### src/hdl/rsf_pkg.sv
// Shared types and constants for the RGB spatial filter.
// Holds field widths, operation and register codes and the tap control struct.
// No dependencies.
package rsf_pkg;

	// Field widths of the streamed items
	localparam int ROW_W      = 9;
	localparam int COL_W      = 9;
	localparam int CIDX_W     = 6;
	localparam int COEF_W     = 16;
	localparam int PIX_W      = 24;
	localparam int CHAN_W     = 8;
	localparam int OP_W       = 2;
	localparam int IN_DATA_W  = 64;
	localparam int OUT_DATA_W = 48;

	// Configuration port
	localparam int CFG_IDX_W  = 2;
	localparam int CFG_DATA_W = 16;
	localparam int SIZE_W     = 10;
	localparam int RAD_W      = 2;

	// Arithmetic
	localparam int PROD_W      = COEF_W + CHAN_W + 1;
	localparam int SCALE_SHIFT = 24;

	// Operation codes carried in tuser
	localparam logic [OP_W-1:0] OP_LOAD_COEF   = 2'd0;
	localparam logic [OP_W-1:0] OP_WRITE_PIXEL = 2'd1;
	localparam logic [OP_W-1:0] OP_COMPUTE     = 2'd2;

	// Register indexes
	localparam logic [CFG_IDX_W-1:0] CFG_FRAME_WIDTH  = 2'd0;
	localparam logic [CFG_IDX_W-1:0] CFG_FRAME_HEIGHT = 2'd1;
	localparam logic [CFG_IDX_W-1:0] CFG_RADIUS       = 2'd2;
	localparam logic [CFG_IDX_W-1:0] CFG_SCALE        = 2'd3;

	// Colour channel codes
	localparam logic [1:0] CH_RED   = 2'd0;
	localparam logic [1:0] CH_GREEN = 2'd1;
	localparam logic [1:0] CH_BLUE  = 2'd2;

	localparam logic [CHAN_W-1:0] CHAN_MAX = 8'hFF;

	// Control that travels with one window tap
	typedef struct packed {
		logic valid;
		logic first;
		logic last;
	} tap_t;

endpackage

### src/hdl/rsf_scale.sv
// Output scaling: one shared multiplier applies the scale to each channel
// sum in turn, then the result is shifted down and clamped to a byte.
// Depends on rsf_pkg.
module rsf_scale #(
	parameter int ACC_W = 31
) (
	input  logic                               clk,
	input  logic                               arst_n,
	input  logic                               start,
	input  logic signed [ACC_W-1:0]            acc_red,
	input  logic signed [ACC_W-1:0]            acc_green,
	input  logic signed [ACC_W-1:0]            acc_blue,
	input  logic signed [rsf_pkg::COEF_W-1:0]  scale,
	input  logic                               take,
	output logic                               res_valid,
	output logic [rsf_pkg::CHAN_W-1:0]         red,
	output logic [rsf_pkg::CHAN_W-1:0]         green,
	output logic [rsf_pkg::CHAN_W-1:0]         blue
);

	import rsf_pkg::*;

	localparam int PW = ACC_W + COEF_W;

	logic                    run_q;
	logic [1:0]              ch_q;
	logic                    mul_v_s1;
	logic [1:0]              ch_s1;
	logic signed [PW-1:0]    prod_s1;
	logic signed [ACC_W-1:0] a_red_q;
	logic signed [ACC_W-1:0] a_green_q;
	logic signed [ACC_W-1:0] a_blue_q;
	logic signed [ACC_W-1:0] sel;
	logic [CHAN_W-1:0]       byte_c;
	logic [CHAN_W-1:0]       red_q;
	logic [CHAN_W-1:0]       green_q;
	logic [CHAN_W-1:0]       blue_q;
	logic                    res_valid_q;

	// Channel sum that goes through the multiplier this cycle
	always_comb begin
		case (ch_q)
			CH_RED:   sel = a_red_q;
			CH_GREEN: sel = a_green_q;
			CH_BLUE:  sel = a_blue_q;
			default:  sel = a_blue_q;
		endcase
	end

	// Shift right by 24 with truncation toward zero, then clamp to 0..255
	always_comb begin
		if (prod_s1[PW-1] || (prod_s1 == '0)) begin
			byte_c = '0;
		end else if (|prod_s1[PW-2:SCALE_SHIFT+CHAN_W]) begin
			byte_c = CHAN_MAX;
		end else begin
			byte_c = prod_s1[SCALE_SHIFT+CHAN_W-1:SCALE_SHIFT];
		end
	end

	// Channel sequencing and result hand-off
	always_ff @(posedge clk or negedge arst_n) begin
		if (!arst_n) begin
			run_q       <= 1'b0;
			ch_q        <= CH_RED;
			mul_v_s1    <= 1'b0;
			ch_s1       <= CH_RED;
			res_valid_q <= 1'b0;
		end else begin
			mul_v_s1 <= run_q;
			ch_s1    <= ch_q;
			if (start) begin
				run_q <= 1'b1;
				ch_q  <= CH_RED;
			end else if (run_q) begin
				if (ch_q == CH_BLUE) begin
					run_q <= 1'b0;
				end else begin
					ch_q <= ch_q + 1'b1;
				end
			end
			if (mul_v_s1 && (ch_s1 == CH_BLUE)) begin
				res_valid_q <= 1'b1;
			end else if (take) begin
				res_valid_q <= 1'b0;
			end
		end
	end

	// Latched sums, product register and result bytes
	always_ff @(posedge clk) begin
		if (start) begin
			a_red_q   <= acc_red;
			a_green_q <= acc_green;
			a_blue_q  <= acc_blue;
		end
		prod_s1 <= sel * scale;
		if (mul_v_s1) begin
			case (ch_s1)
				CH_RED:   red_q   <= byte_c;
				CH_GREEN: green_q <= byte_c;
				CH_BLUE:  blue_q  <= byte_c;
				default:  blue_q  <= byte_c;
			endcase
		end
	end

	assign res_valid = res_valid_q;
	assign red       = red_q;
	assign green     = green_q;
	assign blue      = blue_q;

endmodule

### config.mk
export PLATFORM = sky130hd
export DESIGN_NAME = rsf_scale
export DESIGN_NICKNAME = d
export VERILOG_FILES = /design/src/hdl/rsf_pkg.sv /design/src/hdl/rsf_scale.sv
export SDC_FILE = /design/constraint.sdc
export NUM_CORES = 2
export LEC_CHECK = 0
export BUFFER_PORTS_ARGS = -buffer_cell sky130_fd_sc_hd__buf_2
export CORE_ASPECT_RATIO = 0.9
export CORE_UTILIZATION = 30
export DETAILED_ROUTE_END_ITERATION = 16
export PLACE_DENSITY_LB_ADDON = 0.05
export SYNTH_ARGS = -nofsm -noshare
export SYNTH_HDL_FRONTEND = slang
export SYNTH_SLANG_ARGS = --single-unit
### constraint.sdc
create_clock -name clk -period 13.35 [get_ports clk]
set_input_delay 0.6675 -clock clk [delete_from_list [all_inputs] [get_ports clk]]
set_output_delay 0.6675 -clock clk [all_outputs]
set_load 0.01 [all_outputs]
# [Word-level counts from Yosys, hierarchy flattened]
# Index checks and enable logic that the tools add are counted.
[totals] register_bits=171 inputBits=113 out_inout_bits=25 word_cells=44
[op_classes] n_addsub=1 multipliers=1 eq_ne=5 n_mux=11 n_bitwise=1 n_reduce_logical=13
[ops] op="$pmux W31 S2" count=1
[ops] op="$logic_not A47 Y1" count=1
[ops] op="$mul A31 B16 Y47" count=1
[ops] op="$mux W8" count=2
[ops] op="$reduce_or A14 Y1" count=1
[ops] op="$reduce_and A2 Y1" count=4
[ops] op="$mux W2" count=3
[ops] op="$mux W1" count=5
[ops] op="$eq A2 B1 Y1 const B" count=2
[ops] op="$eq A2 B2 Y1 const B" count=2
[ops] op="$logic_not A2 Y1" count=2
[ops] op="$reduce_bool A2 Y1" count=2
[ops] op="$add A2 B1 Y2 const B" count=1
[ops] op="$ne A2 B2 Y1 const B" count=1
[ops] op="$reduce_or A2 Y1" count=1
[ops] op="$logic_and A1 B1 Y1" count=1
[ops] op="$logic_or A1 B1 Y1" count=1
[ops] op="$not A1 Y1" count=1

# [Longest topological paths before layout]
[depth] ltp_word=4 ltp_mapped=30 mapped_depth_nobuf=28

# [Least setup slack after synthesis]
# OpenSTA, ideal clock, no wires.
[synth_timing] kind="register to register" start="register ch_q[0]" end="register prod_s1[45]" setup_ns=0.120 arrival_time_ns=6.906 required_ns=13.230 path_slack_ns=6.324 path_stages_with_launch=30 period_less_slack_ns=7.026 path_cell_list="dfrtp_1 > inv_1 > ha_1 > nor2_1 > clkbuf_1 > nand2_1 > nand2_1 > clkbuf_1 > nand2_1 > fa_1 > inv_1 > fa_1 > inv_1 > fa_1 > inv_1 > fa_1 > fa_1 > inv_1 > fa_1 > inv_1 > ha_1 > clkbuf_1 > nand4_1 > a2111oi_0 > o21ai_0 > a211oi_1 > nor2_1 > o221ai_1 > o221ai_1 > xnor2_1"
[synth_between] elab_chain_cells=3 elab_cells_between_ends=4
[synth_rtl] element="start: declaration" line_no="rsf_scale.sv:26" text="logic [1:0] ch_q;"
[synth_rtl] element="start signal: assignment" line_no="rsf_scale.sv:79" text="ch_q <= ch_q + 1'b1;"
[synth_rtl] element="$eq A2 B1 Y1 or $logic_not A2 Y1 (tied branches)" line_no="rsf_scale.sv:42" text="case (ch_q)"
[synth_rtl] element="$pmux W31 S2 *" line_no="rsf_scale.sv:42"
[synth_rtl] element="$mul A31 B16 Y47 *" line_no="rsf_scale.sv:97" text="prod_s1 <= sel * scale;"
[synth_rtl] element="end signal: assignment" line_no="rsf_scale.sv:97"
[synth_rtl] element="end: declaration" line_no="rsf_scale.sv:29" text="logic signed [PW-1:0] prod_s1;"
# Mark *: on every way between the ends. The rest lies on a longest branch, timed or not.
# A chain may end at the register's enable or synchronous reset.

# [Worst setup path in the final report]
[layout_timing] start="register ch_q[1]" end="register prod_s1[40]"
# The elaborated chain is that of the path after synthesis.

==> summary.txt <==
status - complete, no violations
Initial Util - 0.306
Area contributors post-synth - fa_1 (43%), edfxtp_1 (16%), inv_1 (9.4%)
Multi-input gate area - 15500 um2
1st-pass router iterations - 11
Critical Path RT - 13690 ps
# DRC - 0
register clock-pin slew on the reported worst setup and hold paths - 100 ps
part of the cycle the worst path needs - 0.637
Layout Cells excl Fill - 3285
crit start category - flip-flop
Final Net Count - 3021
register area - 4150 um2
num rows - 93
Core Footprint - 72100 um2
postcts setup bufs - 0
Fill cells - 7519
die height - 259 um
# IOs - 138
initial antenna violation count - 3
routed len/inst - 20.2 um
RSZ-0062 raised after global routing - false
grt ovf - 0
Critical R2R Launch - ch_q[1]
pin count of the biggest net entering global routing - 53
CTS buffer count - 17
placer's final routability congestion estimate - 0.827
clk_skew - 32.7 ps
Crit Path Category - reg -> reg
Setup Viol. Count Final - 0
sequential area share after synthesis - 0.188
# port buffers - 137
Via Count - 15000
Final min period - 8510 ps
chip width - 288 um
vias per std cell - 4.56
CTS tree - done
H-tree Lvls - 4
Synth Area per Inst - 9.76 um2
Tightest Pin Transition - 1080 ps
Post-CTS Resized - 0
CP Capture Type - flip-flop
layout cells sized above 1 - 0.0810
worst r2r path cells - 27
Ys Warns - 0
Critical Path Fanout Max - 32
CTS max path bufs - 2
max_slew headroom - 0.282
area grow syn2layout - 9.73%
syn_nets - 2963
final WL - 66.5 mm
Post-Syn Area - 22100 um2
highest-delay cell along the critical path - nand2_1
Min-Delay Path Class - in -> async
Max Clock Freq - 118 MHz
worst path arrival time - 8850 ps
Yosys cell types - 54
Post-synth top flop - edfxtp_1
Fin. Hold Viols - 0
Post-DP HPWL - 52.4 mm
Post-synth EDFFs - 117
first-pass GRT wire length - 105 mm
clock root buffer - clkbuf_16
Total GRT Usage - 0.190
max-cap violation count - 0
DRC violation total after the first TritonRoute iteration - 755
Antenna Nets Post-Route - 0
CP startpoint - ch_q[1]
Hold-fix buffers, CTS - 0
Post-Synthesis Cells - 2263
crit-path max cell delay - 680 ps
CP Buf/Inv Count - 7
vias in the first global route - 17100
worst-skew pair later-pin latency - 490 ps
fin. max-slew vios - 0
Crit path max-delay family - adder cells
cell accounting for the most synthesized area - fa_1
setup TNS - 0 ps
clock sink count - 147
critical path depth in cells - 27
Yosys reg bits - 147
Async S/R FF share, synth - 0.0476
post-synth top area share - 0.428
placed cells - 3252
die area - 74700 um2
-- cell type report --
class / count / area share
Sequential cell: 147 / 0.171
Clock inverter: 15 / 0.00759
Antenna cell: 1 / 0.000103
Timing Repair Buffer: 145 / 0.0309
Clock buffer: 17 / 0.0176
Tap cell: 950 / 0.0491
Inverter: 553 / 0.0857
Multi-Input combinational cell: 1457 / 0.638
-- cell families after synthesis --
logic type | share of synthesized area
AOI/OAI and AO/OA | 0.0485
muxes | 0.000907
and+or+nand+nor | 0.144
adders and majority gates | 0.493
buffers and inverters | 0.112
DFF | 0.188
xor gates and xnor gates | 0.0131
-- cell usage in the layout (no fill, tap or decap), types with 5 or more instances in the layout --
cell,instances
nand3_1,13
xnor2_1,26
a21o_1,19
and2_1,204
dfrtp_1,7
o21ai_0,22
clkbuf_16,17
nor4_1,6
or2_2,6
o21bai_1,5
dfxtp_1,23
buf_2,136
a211oi_1,8
nor3_1,7
inv_1,553
edfxtp_1,117
nand4_1,9
a21oi_1,38
buf_4,9
xor2_1,7
ha_1,115
fa_1,472
clkinv_8,5
a22oi_1,32
nand2_1,358
nor2_1,59
-- state kept, by name, summed over array words and instances (netlist names) --
name	count
blue	8
green	8
a_green_q	31
run_q	1
a_blue_q	31
ch_q	2
red	8
mul_v_s1	1
a_red_q	31
ch_s1	2
prod_s1	23
res_valid	1
-- per-layer routing --
layer  part of all wire  global-route usage  vias to the layer above
li1                   -                   -                     6825
met2               0.46               0.302                      308
met1               0.49               0.272                     7801
met4              0.013              0.0373                        6
met5            0.00062                   0                        -
met3              0.037              0.0303                       47
-- through the flow --
step | worst slack, ps | area [um2] | utilization | hold slack (ps)
after floorplan | 6320 | 22100 | - | 355
after CTS | 4700 | 24200 | 0.336 | 14.1
after global routing | 4290 | 24200 | 0.336 | 23.2
final | 4840 | 24200 | 0.336 | 35.0
after global placement | 4880 | 23600 | 0.327 | 393
after detailed placement | 4780 | 23600 | 0.327 | 404
-- synthesized netlist by cell type, types with 2 or more instances --
library cell  instances
inv_1               553
fa_1                472
nand2_1             358
and2_1              204
edfxtp_1            117
ha_1                115
clkbuf_1            101
nor2_1               60
a21oi_1              38
a22oi_1              32
xnor2_1              26
dfxtp_1              23
o21ai_0              22
a21o_1               19
nand3_1              13
nand4_1               9
a211oi_1              8
dfrtp_1               7
nor3_1                7
xor2_1                7
nor4_1                6
or2_2                 6
o21bai_1              5
a31oi_1               4
and3_1                4
o21a_1                4
o221ai_1              4
buf_2                 3
nand2b_1              3
a2111o_1              2
a2111oi_0             2
a41oi_1               2
mux2i_1               2
o211ai_1              2
o22ai_1               2
o31ai_1               2
or4_1                 2
-- worst paths after layout --
| path | slack (ps) | end |
|---|---|---|
| worst max-delay path | 4840 | prod_s1[40] |
| worst min-delay path | 40 | mul_v_s1 |
| worst max register to register | 4840 | prod_s1[40] |
| worst min register to register | 400 | ch_s1[0] |
| max in group asynchronous | 13070 | res_valid |
| min in group clk | 350 | a_red_q[10] |
Power is left out: the tool's default activity adds up to more than one toggle a clock period on the data nets, which glitch-free logic cannot reach.
