<file path="src/hdl/rsf_pkg.sv">
// Shared types and constants for the RGB spatial filter.
// Holds field widths, operation and register codes and the tap control struct.
// No dependencies.
package rsf_pkg;

	// Field widths of the streamed items
	localparam int ROW_W      = 9;
	localparam int COL_W      = 9;
	localparam int CIDX_W     = 6;
	localparam int COEF_W     = 16;
	localparam int PIX_W      = 24;
	localparam int CHAN_W     = 8;
	localparam int OP_W       = 2;
	localparam int IN_DATA_W  = 64;
	localparam int OUT_DATA_W = 48;

	// Configuration port
	localparam int CFG_IDX_W  = 2;
	localparam int CFG_DATA_W = 16;
	localparam int SIZE_W     = 10;
	localparam int RAD_W      = 2;

	// Arithmetic
	localparam int PROD_W      = COEF_W + CHAN_W + 1;
	localparam int SCALE_SHIFT = 24;

	// Operation codes carried in tuser
	localparam logic [OP_W-1:0] OP_LOAD_COEF   = 2'd0;
	localparam logic [OP_W-1:0] OP_WRITE_PIXEL = 2'd1;
	localparam logic [OP_W-1:0] OP_COMPUTE     = 2'd2;

	// Register indexes
	localparam logic [CFG_IDX_W-1:0] CFG_FRAME_WIDTH  = 2'd0;
	localparam logic [CFG_IDX_W-1:0] CFG_FRAME_HEIGHT = 2'd1;
	localparam logic [CFG_IDX_W-1:0] CFG_RADIUS       = 2'd2;
	localparam logic [CFG_IDX_W-1:0] CFG_SCALE        = 2'd3;

	// Colour channel codes
	localparam logic [1:0] CH_RED   = 2'd0;
	localparam logic [1:0] CH_GREEN = 2'd1;
	localparam logic [1:0] CH_BLUE  = 2'd2;

	localparam logic [CHAN_W-1:0] CHAN_MAX = 8'hFF;

	// Control that travels with one window tap
	typedef struct packed {
		logic valid;
		logic first;
		logic last;
	} tap_t;

endpackage

</file>
<file path="src/hdl/rsf_mac.sv">
// Multiply-accumulate unit: one tap per cycle, three colour channels at once.
// Depends on rsf_pkg.
module rsf_mac #(
	parameter int MAX_RADIUS = 3
) (
	input  logic                                    clk,
	input  logic                                    arst_n,
	input  rsf_pkg::tap_t                           tap,
	input  logic signed [rsf_pkg::COEF_W-1:0]       coef,
	input  logic [rsf_pkg::PIX_W-1:0]               pixel,
	output logic signed [rsf_pkg::PROD_W +
		$clog2((2*MAX_RADIUS+1)*(2*MAX_RADIUS+1))-1:0] acc_red,
	output logic signed [rsf_pkg::PROD_W +
		$clog2((2*MAX_RADIUS+1)*(2*MAX_RADIUS+1))-1:0] acc_green,
	output logic signed [rsf_pkg::PROD_W +
		$clog2((2*MAX_RADIUS+1)*(2*MAX_RADIUS+1))-1:0] acc_blue,
	output logic                                    done
);

	import rsf_pkg::*;

	localparam int ACC_W = PROD_W + $clog2((2*MAX_RADIUS+1)*(2*MAX_RADIUS+1));

	tap_t                    tap_s2;
	tap_t                    tap_s3;
	logic signed [PROD_W-1:0] p_red;
	logic signed [PROD_W-1:0] p_green;
	logic signed [PROD_W-1:0] p_blue;
	logic signed [PROD_W-1:0] p_red_s3;
	logic signed [PROD_W-1:0] p_green_s3;
	logic signed [PROD_W-1:0] p_blue_s3;
	logic signed [ACC_W-1:0]  acc_red_q;
	logic signed [ACC_W-1:0]  acc_green_q;
	logic signed [ACC_W-1:0]  acc_blue_q;
	logic                     done_q;

	// Products of the coefficient with each channel of the neighbour
	always_comb begin
		p_red   = coef * $signed({1'b0, pixel[CHAN_W-1:0]});
		p_green = coef * $signed({1'b0, pixel[2*CHAN_W-1:CHAN_W]});
		p_blue  = coef * $signed({1'b0, pixel[3*CHAN_W-1:2*CHAN_W]});
	end

	// Control delayed to line up with the store read data and the products
	always_ff @(posedge clk or negedge arst_n) begin
		if (!arst_n) begin
			tap_s2 <= '0;
			tap_s3 <= '0;
			done_q <= 1'b0;
		end else begin
			tap_s2 <= tap;
			tap_s3 <= tap_s2;
			done_q <= tap_s3.valid && tap_s3.last;
		end
	end

	// Product registers and accumulators
	always_ff @(posedge clk) begin
		p_red_s3   <= p_red;
		p_green_s3 <= p_green;
		p_blue_s3  <= p_blue;
		if (tap_s3.valid) begin
			if (tap_s3.first) begin
				acc_red_q   <= ACC_W'(p_red_s3);
				acc_green_q <= ACC_W'(p_green_s3);
				acc_blue_q  <= ACC_W'(p_blue_s3);
			end else begin
				acc_red_q   <= acc_red_q + ACC_W'(p_red_s3);
				acc_green_q <= acc_green_q + ACC_W'(p_green_s3);
				acc_blue_q  <= acc_blue_q + ACC_W'(p_blue_s3);
			end
		end
	end

	assign acc_red   = acc_red_q;
	assign acc_green = acc_green_q;
	assign acc_blue  = acc_blue_q;
	assign done      = done_q;

endmodule

</file>
<file path="config.mk">
export PLATFORM = sky130hd
export DESIGN_NAME = rsf_mac
export DESIGN_NICKNAME = d
export VERILOG_FILES = /design/src/hdl/rsf_pkg.sv /design/src/hdl/rsf_mac.sv
export SDC_FILE = /design/constraint.sdc
export NUM_CORES = 1
export LEC_CHECK = 0
export BUFFER_PORTS_ARGS = -buffer_cell sky130_fd_sc_hd__buf_2
export CAP_MARGIN = 20
export CELL_PAD_IN_SITES_DETAIL_PLACEMENT = 0
export CELL_PAD_IN_SITES_GLOBAL_PLACEMENT = 1
export CORE_MARGIN = 1
export CORE_UTILIZATION = 34
export DETAILED_ROUTE_END_ITERATION = 7
export MAX_ROUTING_LAYER = met4
export PLACE_DENSITY_LB_ADDON = 0.1
export SETUP_SLACK_MARGIN = 0.5
export SLEW_MARGIN = 20
export SYNTH_ARGS = -nofsm -noshare
export SYNTH_HDL_FRONTEND = slang
export SYNTH_SLANG_ARGS = --single-unit
</file>
<file path="constraint.sdc">
create_clock -name clk -period 3.6 [get_ports clk]
set_input_delay 0.18 -clock clk [delete_from_list [all_inputs] [get_ports clk]]
set_output_delay 0.18 -clock clk [all_outputs]
set_load 0.02 [all_outputs]
</file>
-- After elaboration in Yosys (flattened, before gate mapping)
Cells that the tools add are included.
- $add $sub $neg: 3
- multipliers: 3
- multiplexer cells: 3
- reduce and logical (&&, ||, !) cells: 1
- operators with widths (cell ; number):
    $add A31 B25 Y31 ; 3
    $mux W31 ; 3
    $mul A16 B9 Y25 ; 3
    $logic_and A1 B1 Y1 ; 1
- register bits: 175

-- Logic depth before layout (Yosys ltp)
- word-level depth: 2
- depth in mapped cells: 22
- gate-level depth less buffers: 21

-- Worst setup path after synthesis
No wires, ideal clock.
- kind: input to register
- start point: input port coef[9] in the netlist's numbering
- end point: register p_red_s3[24]
- library setup time: 72 ps
- arrival: 4998 ps
- data required time: 3528 ps
- path slack: -1471 ps
- cell stages on the path: 20
- path buffers: 1
- cell sequence: clkbuf_1 > nand2_1 > fa_1 > inv_1 > fa_1 > fa_1 > inv_1 > fa_1 > inv_1 > ha_1 > o21a_1 > o21a_1 > o22a_1 > a41oi_2 > a211oi_1 > a41o_1 > or4_1 > a31o_1 > a21oi_2 > xnor2_1
- longest elaborated chain between the ends: 1
- RTL lines (element ; line ; source):
    start, declared ; rsf_mac.sv:9 ; input logic signed [rsf_pkg::COEF_W-1:0] coef,
    $mul A16 B9 Y25 ; rsf_mac.sv:39 ; p_red = coef * $signed({1'b0, pixel[CHAN_W-1:0]});
    named net p_red[24] ; rsf_mac.sv:26 ; logic signed [PROD_W-1:0] p_red;
    end signal, assigned ; rsf_mac.sv:59 ; p_red_s3 <= p_red;
    end, declared ; rsf_mac.sv:29 ; logic signed [PROD_W-1:0] p_red_s3;
The timed path passes the listed nets, and every way through them passes these cells.
A chain may end at the register's enable or synchronous reset.

-- Worst setup path after layout
- start point: input port pixel[3] in the netlist's numbering
- end point: register p_red_s3[24]
- longest elaborated chain between the ends: 1
- RTL lines (element ; line ; source):
    start, declared ; rsf_mac.sv:10 ; input logic [rsf_pkg::PIX_W-1:0] pixel,
    $mul A16 B9 Y25 ; rsf_mac.sv:39 ;
    named net p_red[24] ; rsf_mac.sv:26 ;
The timed path passes the listed nets, and every way through them passes these cells.

==> run_results.csv <==
group,metric,value,unit
outcome,status,"complete, but fails checks",
outcome,violations,"setup timing",
yosys,ys.flop_type,"edfxtp_1",
yosys,yosysTopAreaCell,"fa_1",
yosys,synth_top_family_by_area,"adder cells",
route,drt_iter0_markers,815,
cts,clockRootBuffer,"clkbuf_16",
yosys,syn_nets,3192,
power_and_ir_drop,leakagePower,14.8,nW
die,initial_core_util,0.346,
yosys,netlist_area,0.0234,sq mm
route,drc,0,
worst_setup_path,crit_fanout,6,
sta,worst_pin_slew,0.868,ns
cts,cts_sinks,175,
cts,cts_buffers,17,
sta,min_period,4.30,ns
worst_setup_path,critPathKind,"in2reg",
yosys,synthCells,2598,
power_and_ir_drop,power,30.0,mW
placed_design,gp_congestion,0.855,
power_and_ir_drop,peakVddDrop,423,uV
finish,area_delta_synth_final,29.3,%
yosys,synth.avg_cell_area,9.01,sq um
die,die_h,264,microns
worst_setup_path,critPathRequiredTime,3.99,ns
placed_design,dp_cells,3807,
grt,grt_pass1_vias,19339,
yosys,async_reset_ff_frac,0.0400,
sta,max_slew_margin,0.421,
yosys,yosys.area_share.simple,0.148,
grt,grt-ovfl-total,0,
yosys,netlist_top_cells_count,"inv_1 (487), fa_1 (309), nand2_1 (308), ha_1 (240), and2_1 (217)",
die,die_x,264,microns
sta,fin_crit_sh,1.20,
route,wl_met1,31.8,mm
sta,finalHoldViolations,0,
yosys,yosys.cell_types.count,65,
sta,worst_clock_skew,0.0130,ns
route,first_pass_iters,6,
cts,h-tree-depth,4,
sta,report.final.slew_viol_count,0,
yosys,yosys_warnings,0,
yosys,synth_mux_area_frac,0.00502,
power_and_ir_drop,power_density,992,mW/mm^2
sta,setup_violations,34,
yosys,yosysTopAreaCellShare,0.264,
route,dr_wl_met3,1.95,mm
min_path,worst_hold_path_type,"in2async",
worst_setup_path,crit_path_start,"pixel[3]",
yosys,yosysSeqAreaShare,0.191,
sta,rsz0062_at_grt,"true",
finish,nNetsFinal,3619,
placed_design,portBuffers,138,
job,max_cap_viol_count,0,
grt,grt_max_degree,78,
yosys,synth_compound_area_frac,0.120,
worst_setup_path,regToRegStartpoint,"acc_red[0]",
worst_setup_path,cp-start-kind,"input port",
worst_setup_path,regToRegEndpoint,"acc_red[24]",
grt,grt_pass1_wl,102,mm
die,core,0.0676,sq mm
yosys,synthTopCellsByArea,"fa_1 (26%), ha_1 (13%), edfxtp_1 (12%), inv_1 (7.8%), dfxtp_1 (6.4%)",
yosys,synth_edf_count,93,
cts,clock_path_buffers,2,
grt,antenna_found_initial,5,
placed_design,dp.final_hpwl,51.5,mm
worst_setup_path,rr_worst_depth,15,
route,top_layer,"met4",
yosys,synth-xor-area-share,0.0531,
worst_setup_path,ff2ff_setup_slack,0.40,ns
finish,fin_util,0.448,
worst_setup_path,arrival,4.69,ns
die,die-area,0.0699,sq mm
placed_design,post-place-ws,-1.40,ns
yosys,ys_ff_latch,175,
route,vias_per_cell,4.73,
die,rows,95,
worst_setup_path,end_kind,"flop",
sta,fin_ws,-0.703,ns
route,routedWlPerCell,16.0,microns
finish,final_cells,3914,
route,ant_nets,0,
die,ioPinCount,139,
grt,grt.total_usage,0.186,
route,wl,62.7,mm
sta,clock.fmax,232,MHz
yosys,synth_most_common_cell,"inv_1",
finish,drive_above_1_share,0.264,
cts,path_clk_slew,0.08,ns
route,vias,18519,
cts,cts_tree,"done",
yosys,synthAdderAreaFrac,0.392,
cts,clk_latency,0.46,ns
route,dr_wl_met2,28.4,mm
==> kinds of logic (layout without fill, tap and decap cells) <==
kind of cell | Yosys count | after routing
compound gates | 448 | 448
xor+xnor | 142 | 142
simple gates | 705 | 705
fa+ha+maj | 549 | 549
mux | 11 | 11
flops | 175 | 175
other cells | 0 | 3
buf+inv | 568 | 1008
==> final cells by class <==
class / instances / area, sq um
multi-input cells: 1855 / 18300
clock inverters: 14 / 143
clock buffers: 18 / 450
flip-flops and latches: 175 / 4480
inverters: 487 / 1830
repair buffers: 489 / 3950
well taps: 873 / 1090
diodes: 3 / 7.51
fillers: 6590 / 37400
==> sequential cells by signal (all words and copies together) (netlist names) <==
signal,flops
tap_s3,3
acc_green,31
p_green_s3,25
acc_blue,31
acc_red,31
done,1
p_blue_s3,25
p_red_s3,25
tap_s2,3
==> metrics by stage <==
stage	cell area [sq um]	hold WS, ns	TNS (ns)
final	30300	0.0775	-12.11
after global routing	30300	0.0581	-17.48
after CTS	29100	0.0465	-9.57
after detailed placement	27500	0.0286	-40.54
after global placement	27500	0.0242	-38.41
after floorplan	24100	-0.116	-13.54
==> timing repair <==
action / CTS / global route
buffers inserted: 18 / 45
endpoints found under the hold margin: 10 / 0
gates resized for setup: 190 / 176
endpoints found under the setup margin: 78 / 83
pin swaps: 104 / 190
cloned: 2 / 3
hold buffers: 4 / 0
==> critical path, cell delays in order <==
cell and delay [ns]:
buf_8 0.12, and2_4 0.16, fa_1 0.56, fa_1 0.44, fa_1 0.49, inv_1 0.05, fa_1 0.49, inv_2 0.05
ha_4 0.21, o21a_1 0.18, o21a_1 0.17, o22a_1 0.23, a41oi_2 0.18, a211oi_2 0.11, a41o_1 0.20, or4_4 0.42
a31o_1 0.20, a21oi_2 0.14, xnor2_1 0.12
==> per-layer routing <==
metal | GRT usage | vias to the layer above
met1 | 0.261 | 9070
met2 | 0.293 | 246
met5 | - | -
met3 | 0.0235 | 20
met4 | 0.0273 | 0
li1 | - | 9183
==> placed cells by master (no fill, tap or decap), types with 23 or more instances in the layout <==
master    count
a21o_1       63
a21oi_1      79
a21oi_2      36
and2_1      203
buf_2       120
buf_4       288
buf_6        44
dfxtp_1      74
edfxtp_1     93
fa_1        290
ha_1        196
ha_4         37
inv_1       459
inv_2        28
nand2_1     281
nand3_1      25
nor2_1       51
o21ai_0      89
o21ai_1      23
xnor2_1      76
xor2_1       52
==> power breakdown <==
| group | leakage, nW | internal (mW) | total (mW) | switching (mW) |
|---|---|---|---|---|
| Sequential | 1.64 | 3.48 | 4.31 | 0.827 |
| Clock | 0.292 | 0.962 | 1.90 | 0.938 |
| Combinational | 12.9 | 11.6 | 23.8 | 12.2 |
==> how the worst max path moves through the flow <==
stage / endpoint / cells after the start
after global routing: p_red_s3[24] / 23
after global placement: p_red_s3[24] / 20
after floorplan: p_red_s3[24] / 20
after detailed placement: p_red_s3[24] / 20
final: p_red_s3[24] / 19
after CTS: p_red_s3[24] / 22
Power figures use the tool's default switching activity.
