<file path="src/hdl/rsf_pkg.sv">
// Shared types and constants for the RGB spatial filter.
// Holds field widths, operation and register codes and the tap control struct.
// No dependencies.
package rsf_pkg;

	// Field widths of the streamed items
	localparam int ROW_W      = 9;
	localparam int COL_W      = 9;
	localparam int CIDX_W     = 6;
	localparam int COEF_W     = 16;
	localparam int PIX_W      = 24;
	localparam int CHAN_W     = 8;
	localparam int OP_W       = 2;
	localparam int IN_DATA_W  = 64;
	localparam int OUT_DATA_W = 48;

	// Configuration port
	localparam int CFG_IDX_W  = 2;
	localparam int CFG_DATA_W = 16;
	localparam int SIZE_W     = 10;
	localparam int RAD_W      = 2;

	// Arithmetic
	localparam int PROD_W      = COEF_W + CHAN_W + 1;
	localparam int SCALE_SHIFT = 24;

	// Operation codes carried in tuser
	localparam logic [OP_W-1:0] OP_LOAD_COEF   = 2'd0;
	localparam logic [OP_W-1:0] OP_WRITE_PIXEL = 2'd1;
	localparam logic [OP_W-1:0] OP_COMPUTE     = 2'd2;

	// Register indexes
	localparam logic [CFG_IDX_W-1:0] CFG_FRAME_WIDTH  = 2'd0;
	localparam logic [CFG_IDX_W-1:0] CFG_FRAME_HEIGHT = 2'd1;
	localparam logic [CFG_IDX_W-1:0] CFG_RADIUS       = 2'd2;
	localparam logic [CFG_IDX_W-1:0] CFG_SCALE        = 2'd3;

	// Colour channel codes
	localparam logic [1:0] CH_RED   = 2'd0;
	localparam logic [1:0] CH_GREEN = 2'd1;
	localparam logic [1:0] CH_BLUE  = 2'd2;

	localparam logic [CHAN_W-1:0] CHAN_MAX = 8'hFF;

	// Control that travels with one window tap
	typedef struct packed {
		logic valid;
		logic first;
		logic last;
	} tap_t;

endpackage

</file>
<file path="src/hdl/rsf_seq.sv">
// Window sequencer: walks the taps of the square window one per cycle,
// clamps each neighbour into the frame and forms the store addresses.
// Depends on rsf_pkg.
module rsf_seq #(
	parameter int MAX_WIDTH  = 512,
	parameter int MAX_HEIGHT = 512,
	parameter int MAX_RADIUS = 3
) (
	input  logic                                         clk,
	input  logic                                         arst_n,
	input  logic                                         start,
	input  logic [rsf_pkg::ROW_W-1:0]                    row,
	input  logic [rsf_pkg::COL_W-1:0]                    column,
	input  logic [$clog2(MAX_RADIUS+1)-1:0]              radius,
	input  logic [$clog2(MAX_WIDTH+1)-1:0]               frame_width,
	input  logic [$clog2(MAX_HEIGHT+1)-1:0]              frame_height,
	output rsf_pkg::tap_t                                tap,
	output logic [$clog2((2*MAX_RADIUS+1)*(2*MAX_RADIUS+1))-1:0] kern_addr,
	output logic [((MAX_WIDTH*MAX_HEIGHT > 1) ?
		$clog2(MAX_WIDTH*MAX_HEIGHT) : 1)-1:0]           pix_addr
);

	import rsf_pkg::*;

	localparam int RW    = $clog2(MAX_RADIUS + 1);
	localparam int DW    = $clog2(2*MAX_RADIUS + 1);
	localparam int KTAPS = (2*MAX_RADIUS + 1) * (2*MAX_RADIUS + 1);
	localparam int KW    = $clog2(KTAPS);
	localparam int FWW   = $clog2(MAX_WIDTH + 1);
	localparam int FHW   = $clog2(MAX_HEIGHT + 1);
	localparam int XW    = (MAX_WIDTH > 1) ? $clog2(MAX_WIDTH) : 1;
	localparam int YW    = (MAX_HEIGHT > 1) ? $clog2(MAX_HEIGHT) : 1;
	localparam int DEPTH = MAX_WIDTH * MAX_HEIGHT;
	localparam int AW    = (DEPTH > 1) ? $clog2(DEPTH) : 1;
	localparam int CW0   = (FWW > FHW) ? FWW : FHW;
	localparam int CW    = ((CW0 > ROW_W + 1) ? CW0 : ROW_W + 1) + 2;

	logic              run_q;
	logic [DW-1:0]     dr_q;
	logic [DW-1:0]     dc_q;
	logic [KW-1:0]     k_q;
	logic [DW-1:0]     span;
	logic              last_dc;
	logic              last_dr;
	logic signed [CW-1:0] y_c;
	logic signed [CW-1:0] x_c;
	logic [FHW-1:0]    fh_m1;
	logic [FWW-1:0]    fw_m1;
	logic [YW-1:0]     y_clamp;
	logic [XW-1:0]     x_clamp;
	tap_t              tap_s1;
	logic [YW-1:0]     y_s1;
	logic [XW-1:0]     x_s1;
	logic [KW-1:0]     k_s1;

	assign span    = DW'({radius, 1'b0});
	assign last_dc = (dc_q == span);
	assign last_dr = (dr_q == span);
	assign fh_m1   = frame_height - FHW'(1);
	assign fw_m1   = frame_width - FWW'(1);

	// Neighbour coordinates, clamped into the frame to replicate the edges
	always_comb begin
		y_c = $signed(CW'(row)) + $signed(CW'(dr_q)) - $signed(CW'(radius));
		x_c = $signed(CW'(column)) + $signed(CW'(dc_q)) - $signed(CW'(radius));
		if (y_c < 0) begin
			y_clamp = '0;
		end else if (y_c >= $signed(CW'(frame_height))) begin
			y_clamp = fh_m1[YW-1:0];
		end else begin
			y_clamp = y_c[YW-1:0];
		end
		if (x_c < 0) begin
			x_clamp = '0;
		end else if (x_c >= $signed(CW'(frame_width))) begin
			x_clamp = fw_m1[XW-1:0];
		end else begin
			x_clamp = x_c[XW-1:0];
		end
	end

	// Tap counters, in raster order of the kernel
	always_ff @(posedge clk or negedge arst_n) begin
		if (!arst_n) begin
			run_q  <= 1'b0;
			dr_q   <= '0;
			dc_q   <= '0;
			k_q    <= '0;
			tap_s1 <= '0;
		end else begin
			tap_s1.valid <= run_q;
			tap_s1.first <= run_q && (k_q == '0);
			tap_s1.last  <= run_q && last_dc && last_dr;
			if (start) begin
				run_q <= 1'b1;
				dr_q  <= '0;
				dc_q  <= '0;
				k_q   <= '0;
			end else if (run_q) begin
				k_q <= k_q + 1'b1;
				if (last_dc) begin
					dc_q <= '0;
					if (last_dr) begin
						run_q <= 1'b0;
					end else begin
						dr_q <= dr_q + 1'b1;
					end
				end else begin
					dc_q <= dc_q + 1'b1;
				end
			end
		end
	end

	// Clamped coordinates and kernel index of the tap
	always_ff @(posedge clk) begin
		y_s1 <= y_clamp;
		x_s1 <= x_clamp;
		k_s1 <= k_q;
	end

	assign tap       = tap_s1;
	assign kern_addr = k_s1;
	assign pix_addr  = AW'(y_s1) * AW'(MAX_WIDTH) + AW'(x_s1);

endmodule

</file>
<file path="config.mk">
export PLATFORM = sky130hd
export DESIGN_NAME = rsf_seq
export DESIGN_NICKNAME = d
export VERILOG_FILES = /design/src/hdl/rsf_pkg.sv /design/src/hdl/rsf_seq.sv
export SDC_FILE = /design/constraint.sdc
export NUM_CORES = 1
export LEC_CHECK = 0
export BUFFER_PORTS_ARGS = -buffer_cell sky130_fd_sc_hd__buf_4
export CAP_MARGIN = 15
export CORE_UTILIZATION = 47
export DETAILED_ROUTE_END_ITERATION = 16
export PLACE_DENSITY_LB_ADDON = 0.3
export SYNTH_ARGS = -nofsm -noshare
export SYNTH_HDL_FRONTEND = slang
export SYNTH_SLANG_ARGS = --single-unit
</file>
<file path="constraint.sdc">
create_clock -name clk -period 5 [get_ports clk]
set_input_delay 0.25 -clock clk [delete_from_list [all_inputs] [get_ports clk]]
set_output_delay 0.25 -clock clk [all_outputs]
set_load 0.01 [all_outputs]
</file>
# Yosys cells after proc, flatten, opt, wreduce, memory -nomap -nowiden
# Cells that the tools add are included.
# Widths: inputs -> output; s select.
dict set report classes {
  magnitude_cmp 4
  n_addsub 10
  muxes 15
  reduce_logical 7
  n_eq_ne 3
}
# op count
set ops {}
lappend ops {{$ge 11x11->1} 2}
lappend ops {{$lt 11x1->1 const B} 2}
lappend ops {{$sub 10x2->11} 2}
lappend ops {{$mux 3} 7}
lappend ops {{$add 9x3->10} 2}
lappend ops {{$add 18x9->18} 1}
lappend ops {{$mux 9} 2}
lappend ops {{$sub 9x1->9 const B} 2}
lappend ops {{$mux 6} 2}
lappend ops {{$add 3x1->3 const B} 2}
lappend ops {{$add 6x1->6 const B} 1}
lappend ops {{$eq 3x3->1} 2}
lappend ops {{$logic_not 6->1} 1}
lappend ops {{$mux 1} 4}
lappend ops {{$reduce_bool 2->1} 2}
lappend ops {{$logic_and 1x1->1} 3}
lappend ops {{$reduce_and 3->1} 1}
lappend ops {{$ne 2x2->1 const B} 1}
dict set report totals {
  output_inout_bits 27
  regBits 40
  elab_cells 49
  inputBits 43
}

# Depth between registers and ports, before layout
# Gate-level depths: netlist of the first run.
dict set report depth {
  ltp_word 5
  ltp_mapped 18
  mapped_depth_nobuf 16
}

# Worst setup path after synthesis of the first run
# No wires, ideal clock.
dict set report synth_timing {
  kind {flip-flop to flip-flop}
  start {register dc_q[1]}
  end {register x_s1[7]}
  setup_time_ns 0.058
  arrival_ns 3.506
  required_time_ns 4.942
  path_slack_ns 1.436
  path_buffers 2
  synth_period_minus_slack_ns 3.564
  path_stages_with_launch 18
  path_cell_list {dfrtp_1 > inv_1 > fa_1 > inv_1 > fa_1 > a21o_1 > a41oi_2 > nand3_1 > o31ai_2 > xor2_1 > ha_1 > nor3_1 > o21ai_0 > o32a_1 > buf_6 > buf_8 > a21oi_1 > o21a_1}
}
dict set report synth_between {
  elab_chain_cells 4
  elab_cells_between_ends 5
  classes_between {add/sub: 2; order compare: 2; mux: 1}
}
# item line_no
set synth_rtl {}
lappend synth_rtl {{from (decl)} rsf_seq.sv:40} ;# logic [DW-1:0] dc_q;
lappend synth_rtl {{from (signal assigned)} rsf_seq.sv:109} ;# dc_q <= dc_q + 1'b1;
lappend synth_rtl {{$add 9x3->10 (*)} rsf_seq.sv:65} ;# x_c = $signed(CW'(column)) + $signed(CW'(dc_q)) - $signed(CW'(radius));
lappend synth_rtl {{$sub 10x2->11 (*)} rsf_seq.sv:65}
lappend synth_rtl {{$ge 11x11->1} rsf_seq.sv:75} ;# end else if (x_c >= $signed(CW'(frame_width))) begin
lappend synth_rtl {{$mux 9} rsf_seq.sv:75}
lappend synth_rtl {{to (signal assigned)} rsf_seq.sv:118} ;# x_s1 <= x_clamp;
lappend synth_rtl {{to (decl)} rsf_seq.sv:53} ;# logic [XW-1:0] x_s1;
# Mark *: on every way between the ends. The rest lies on a longest branch, timed or not.
# A chain may end at the register's enable or synchronous reset.

# Worst setup path in the final report of the first run
dict set report layout_timing {
  start {register dr_q[1]}
  end {register y_s1[6]}
}
dict set report layout_between {
  elab_chain_cells 4
  elab_cells_between_ends 5
  classes_between {add/sub: 2; order compare: 2; mux: 1}
}
# item line_no
set layout_rtl {}
lappend layout_rtl {{from (decl)} rsf_seq.sv:39} ;# logic [DW-1:0] dr_q;
lappend layout_rtl {{from (signal assigned)} rsf_seq.sv:106} ;# dr_q <= dr_q + 1'b1;
lappend layout_rtl {{$add 9x3->10 (*)} rsf_seq.sv:64} ;# y_c = $signed(CW'(row)) + $signed(CW'(dr_q)) - $signed(CW'(radius));
lappend layout_rtl {{$sub 10x2->11 (*)} rsf_seq.sv:64}
lappend layout_rtl {{$ge 11x11->1} rsf_seq.sv:68} ;# end else if (y_c >= $signed(CW'(frame_height))) begin
lappend layout_rtl {{$mux 9} rsf_seq.sv:68}
lappend layout_rtl {{to (signal assigned)} rsf_seq.sv:117} ;# y_s1 <= y_clamp;
lappend layout_rtl {{to (decl)} rsf_seq.sv:52} ;# logic [YW-1:0] y_s1;
# Marked as above.

==> flow_summary.ini, run 1 <==
[setup_path]
critPathLaunch = dr_q[1]$_DFFE_PN0P_
slowest_delay_ns = 0.48
r2r_end = y_s1[6]$_SDFF_PN0_
worstPathMaxFanout = 8
r2r-start = dr_q[1]$_DFFE_PN0P_
cp_common_cell = a211oi_1
path_delay_family = compound AO/OA/AOI/OAI gates
r2r_setup_slack_ns = 1.03
crit_end = y_s1[6]$_SDFF_PN0_
critPathKind = register to register
cp.buffers_inverters = 2
rr_worst_depth = 15
cp_slowest_cell = fa_1
endpoint_kind = register
setup.worst_path.start_class = register
cp.arrival_ns = 4.18
worst-path-stages = 15
required_ns = 5.21
cp_cell_sequence = inv_1 -> fa_1 -> inv_1 -> fa_1 -> a211oi_1 -> o21bai_1 -> a21oi_1 -> xnor2_1 -> ha_1 -> a21o_1 -> a211oi_1 -> o31ai_1 -> o221ai_2 -> nand2_2 -> a211oi_1

[detailed_routing]
drc = 0
dr.pass1.iters = 4
vias_per_cell = 5.34
via_count = 2809
drtAntennaViolNets = 0
wl_per_cell_um = 12.6
drt_iter0_markers = 95
finalWirelength_um = 6640

[floorplanning]
io_pins = 70
start_util = 0.499
dieHeight_um = 85.3
core_area_sq_um = 6530
die_area_sq_um = 7270
fp-row-count = 29
die_x_um = 85.3

[synthesis]
ys_ff_latch = 40
synth_mux_area_frac = 0.00614
avgSynthCellArea_sq_um = 8.64
synth_top_family_by_area = adder cells
ys_seq_area_frac = 0.270
synth_cells = 377
synth-xor-area-share = 0.0968
netlist_area_sq_um = 3260
postSynthNetCount = 476
synth_warnings = 0
netlist-cell-type-count = 45
synthSimpleGateAreaFrac = 0.131
synthAdderAreaFrac = 0.224
synth-compound-area-share = 0.183

[place]
portBuffers = 69
gp_congestion = 0.886
placed_area_sq_um = 3830
dp_hpwl_um = 5510

[sta]
maxSlewHeadroom = 0.574
hold_violations = 0
max_freq_ghz = 0.252
report.final.slew_viol_count = 0
setup_viol = 0
rsz0062_at_grt = no
whs_ns = 0.190
period_minus_slack_ns = 3.97
finalSetupTns_ns = 0
finalClockSkew_ns = 0.00386
finalCritPeriodShare = 0.793
tightest_slew_ns = 0.638

[clock_network]
numCtsBuffers = 5
clkSinkCount = 40
cts_tree = yes
postCtsSetupBuffers = 0
clk_latency_ns = 0.30
clk_path_buf_depth = 2
clk_pin_slew_worst_paths_ns = 0.08
cts-root-buf = clkbuf_8
cts_max_level = 2

[global_routing]
grtUsageTotal = 0.193
grt_max_degree = 19
grt_busiest_layer = met2
overflow = 0
gr-usage-met2 = 0.328
antenna_found_initial = 0
grt_util_met1 = 0.239
grt_pass1_vias = 2714
gr-usage-met3 = 0.0554
grt_pass1_wl_um = 11400

[cells_and_area]
diodes = 0
stdcell_area_sq_um = 3950
area_growth_pct = 21.3
layout-drive-gt1-share = 0.187
final_util = 0.605
fin_nets = 547

[power]
p_seq_frac = 0.328
p_leak_uw = 0.00198
switchingPower_uw = 456
clockPowerShare = 0.207
power.density_nw_per_um2 = 324
netSwitchingFraction = 0.357
peakVddDrop_uv = 220
power.total_uw = 1280
p_int_uw = 822
power_frac_comb = 0.466

[hold_path]
holdCritStartpoint = frame_width[0]
min_path_type = input pin to register

[status]
status = finished, final reports clean

[job]
max_cap_viol_count = 0
## layer usage
layer	up-vias	share of wire
met4	0	0.013
li1	1436	-
met3	10	0.043
met2	64	0.47
met5	-	0
met1	1299	0.47
## how the worst min path moves through the flow
stage	endpoint	slack, ns	depth (start not counted)
5_1_grt	x_s1[0]$_SDFF_PN0_	0.19	2
3_5_place_dp	k_q[0]$_DFFE_PN0P_	0.12	1
3_3_place_gp	tap[1]$_DFF_PN0_	0.12	1
4_1_cts	x_s1[0]$_SDFF_PN0_	0.18	2
6_report	x_s1[0]$_SDFF_PN0_	0.19	2
2_1_floorplan	dc_q[0]$_DFFE_PN0P_	-0.05	0
## placed cells by master, fill, tap and decap left out, types with 2 or more instances in the layout
master	n
dfrtp_1	16
a21o_1	7
o21a_1	6
or3_1	2
o21bai_1	3
nor2_1	26
dfxtp_1	24
fa_1	4
nand3_1	11
nand2b_1	5
inv_1	65
a31oi_1	3
nor3b_1	2
xor2_1	9
nor4_1	2
xnor2_1	27
a211oi_1	15
o21ai_0	12
ha_1	52
mux2i_1	2
o31ai_1	4
nand4_1	5
nor3_1	15
o211ai_1	2
a21oi_1	19
a311oi_1	4
nand2_1	16
clkbuf_8	5
buf_4	69
## cells in the mapped netlist, drive strengths merged
| master | number | area, sq um |
|---|---|---|
| a211o | 1 | 8.76 |
| a211oi | 15 | 113 |
| a21o | 7 | 52.6 |
| a21oi | 19 | 95.1 |
| a311oi | 4 | 35.0 |
| a31oi | 3 | 18.8 |
| a41oi | 1 | 16.3 |
| and3 | 1 | 6.26 |
| buf | 4 | 35.0 |
| clkbuf | 2 | 7.51 |
| dfrtp | 16 | 400 |
| dfxtp | 24 | 480 |
| fa | 4 | 80.1 |
| ha | 52 | 651 |
| inv | 65 | 244 |
| mux2i | 2 | 20.0 |
| nand2 | 17 | 66.3 |
| nand2b | 5 | 31.3 |
| nand3 | 11 | 55.1 |
| nand4 | 5 | 31.3 |
| nand4b | 1 | 8.76 |
| nor2 | 26 | 97.6 |
| nor2b | 1 | 6.26 |
| nor3 | 15 | 75.1 |
| nor3b | 2 | 15.0 |
| nor4 | 2 | 12.5 |
| o211ai | 2 | 15.0 |
| o21a | 6 | 45.0 |
| o21ai | 12 | 60.1 |
| o21bai | 3 | 22.5 |
| o221a | 1 | 11.3 |
| o221ai | 1 | 15.0 |
| o31ai | 5 | 42.5 |
| o32a | 1 | 10.0 |
| o41ai | 2 | 36.3 |
| or3 | 2 | 12.5 |
| or4b | 1 | 10.0 |
| xnor2 | 27 | 236 |
| xor2 | 9 | 78.8 |
## registers in the layout, indices dropped and copies added (netlist names)
| register | cells |
|---|---|
| run_q | 1 |
| k_q | 6 |
| kern_addr | 6 |
| x_s1 | 9 |
| y_s1 | 9 |
| dc_q | 3 |
| dr_q | 3 |
| tap | 3 |
## through the flow
stage          cells  setup WS [ns]
3_3_place_gp     517           1.17
2_1_floorplan    377           1.44
5_1_grt          526          0.801
6_report         526           1.03
3_5_place_dp     517           1.04
4_1_cts          526           1.03
## cell families after synthesis
logic type,Yosys count
flip-flops,40
AO/OA/AOI/OAI,83
XOR/XNOR,36
buffers and inverters,71
adder cells (fa/ha/maj),56
AND/OR/NAND/NOR,89
multiplexers,2
## final cells by class
| class | count | area (sq um) |
|---|---|---|
| multi-input combinational | 266 | 2090 |
| clock inverter | 3 | 42.5 |
| sequential | 40 | 881 |
| clock buffer | 5 | 68.8 |
| tap | 77 | 96.3 |
| fill | 602 | 2580 |
| inverter | 65 | 244 |
| timing repair buffer | 70 | 528 |
## power groups by stage
stage               clock network, uW  registers, uW  logic [uW]
finish                            264            419         595
global route                      282            425         675
CTS                               268            421         598
detailed placement                  0            428         595
global placement                    0            425         577
floorplan                           0            452         374
## repair_timing
action	in CTS	in global routing
hold buffers	1	0
resized for setup	0	0
endpoints found under the hold margin	16	0
setup endpoints to repair	0	0
No activity file was read; power rests on OpenSTA's default activity.
==> run 2: changes to the inputs <==
Clock period 5 ns to 3.6 ns, I/O delays scaled along.
==> run 2 against run 1 <==
  * The flow now finishes with violations (setup timing)
  * Register-to-register slack worse by 1.1 ns
  * Design area increased by 13%
  * Clock skew rose by 0.0048 ns
  * Largest cell class unchanged
  * Largest power group unchanged
==> flow_summary.ini, run 2 (synthesis results as in run 1) <==
[detailed_routing]
dr.pass1.iters = 4
vias_per_cell = 5.44
finalWirelength_um = 7610
drtAntennaViolNets = 0
via_count = 3042
drc = 0
drt_iter0_markers = 109
wl_per_cell_um = 13.6

[power]
power.density_nw_per_um2 = 455
power.total_uw = 2040
p_leak_uw = 0.00220
peakVddDrop_uv = 253

[place]
gp_congestion = 0.902
dp_hpwl_um = 5620
dpl_worst_slack_ns = -0.125
portBuffers = 69
placed_area_sq_um = 3960

[clock_network]
clk_pin_slew_worst_paths_ns = 0.09
clkSinkCount = 40
cts-root-buf = clkbuf_8
clk_path_buf_depth = 2
numCtsBuffers = 5
clk_latency_ns = 0.29
cts_max_level = 2
cts_tree = yes

[sta]
max_freq_ghz = 0.276
tightest_slew_ns = 0.558
report.final.slew_viol_count = 0
finalCritPeriodShare = 1.01
hold_violations = 0
maxSlewHeadroom = 0.624
setup_viol = 4
period_minus_slack_ns = 3.63
rsz0062_at_grt = yes
finalClockSkew_ns = 0.00869
setup_slack_ns = -0.0274
whs_ns = 0.109

[status]
status = complete, but fails checks
violations = setup timing

[cells_and_area]
diodes = 0
final_util = 0.685
layout-drive-gt1-share = 0.332
stdcell_area_sq_um = 4480
final_cell_mix = buf_4 (100), inv_1 (60), ha_1 (49)
area_growth_pct = 37.4
reg.largest.list = x_s1 (9), y_s1 (9)
final_common_cell = buf_4
fin_nets = 580

[global_routing]
grtUsageTotal = 0.202
grt_pass1_wl_um = 12000
grt_busiest_layer = met2
grt_pass1_vias = 2775
overflow = 0
gr-usage-met2 = 0.343
grt_util_met1 = 0.265
antenna_found_initial = 0
gr-usage-met3 = 0.0389
grt_max_degree = 17

[setup_path]
cp.arrival_ns = 3.79
required_ns = 3.76
setup.worst_path.start_class = register
critPathKind = register to register
endpoint_kind = register
worstPathMaxFanout = 16

[floorplanning]
die_x_um = 85.3
start_util = 0.499
die_area_sq_um = 7270
dieHeight_um = 85.3
fp-row-count = 29
io_pins = 70
core_area_sq_um = 6530

[job]
max_cap_viol_count = 0

[hold_path]
min_path_type = input pin to register
[run 2: cell count changes in the layout (fill, tap and decap cells not counted), moves of 4 or more]
cell      delta
a211oi_1    -11
inv_1        -5
inv_2        +5
nor3_2       +4
buf_4       +31
nor3_1       -8
a311oi_2     +4
a311oi_1     -4
nor3_4       +4
a211oi_2    +11
[run 2: worst paths after layout]
path	start	to	slack (ns)	cells past startpoint
min in group asynchronous	arst_n	dr_q[2]$_DFFE_PN0P_	0.27	2
max in group asynchronous	arst_n	tap[1]$_DFF_PN0_	3.15	2
setup reg to reg	dc_q[1]$_DFFE_PN0P_	x_s1[3]$_SDFF_PN0_	-0.03	16
hold reg to reg	k_q[5]$_DFFE_PN0P_	kern_addr[5]$_DFF_P_	0.44	0
hold / removal	frame_width[0]	x_s1[0]$_SDFF_PN0_	0.11	2
setup / recovery	dc_q[1]$_DFFE_PN0P_	x_s1[3]$_SDFF_PN0_	-0.03	16
[run 2: repair_timing]
item | CTS | global route
hold endpoints to repair | 16 | 0
hold buffers | 1 | 0
buffers inserted | 10 | 7
resized for setup | 14 | 39
setup endpoints to repair | 18 | 18
pin swaps | 15 | 15
[run 2: stage by stage]
stage                     cells  TNS, ns
after detailed placement    533    -1.12
after floorplan             377        0
after global placement      533   -0.145
final                       559  -0.0657
after global routing        559    -2.39
after CTS                   552        0
[run 2: cell type report]
cell class              instances  area, sq um
multi-input cells             266         2340
fillers                       515         2060
flip-flops and latches         40          881
repair buffers                103          801
inverters                      65          244
well taps                      77         96.3
clock buffers                   5         68.8
clock inverters                 3         46.3
[run 2: report_power, final]
part	switching [uW]	internal, uW	leakage (uW)
Combinational	538	536	0.00174
Sequential	35.3	541	0.000407
Clock	177	209	0.0000548
[run 2: routing by layer]
| layer | wire [um] | part of all wire |
|---|---|---|
| met1 | 3490 | 0.46 |
| met2 | 3640 | 0.48 |
| met3 | 393 | 0.052 |
| met4 | 82 | 0.011 |
| met5 | 0 | 0 |
[run 2: critical path, cell delays in order (launching register included)]
cell      delay, ns
dfrtp_1        0.36
inv_1          0.05
fa_1           0.49
inv_2          0.05
fa_2           0.38
a21o_1         0.18
a41oi_2        0.23
nand3_2        0.17
o31ai_4        0.21
xor2_1         0.12
ha_2           0.19
nor3_2         0.18
o21ai_1        0.09
o32a_1         0.40
buf_12         0.17
nor2_1         0.15
a311oi_2       0.07
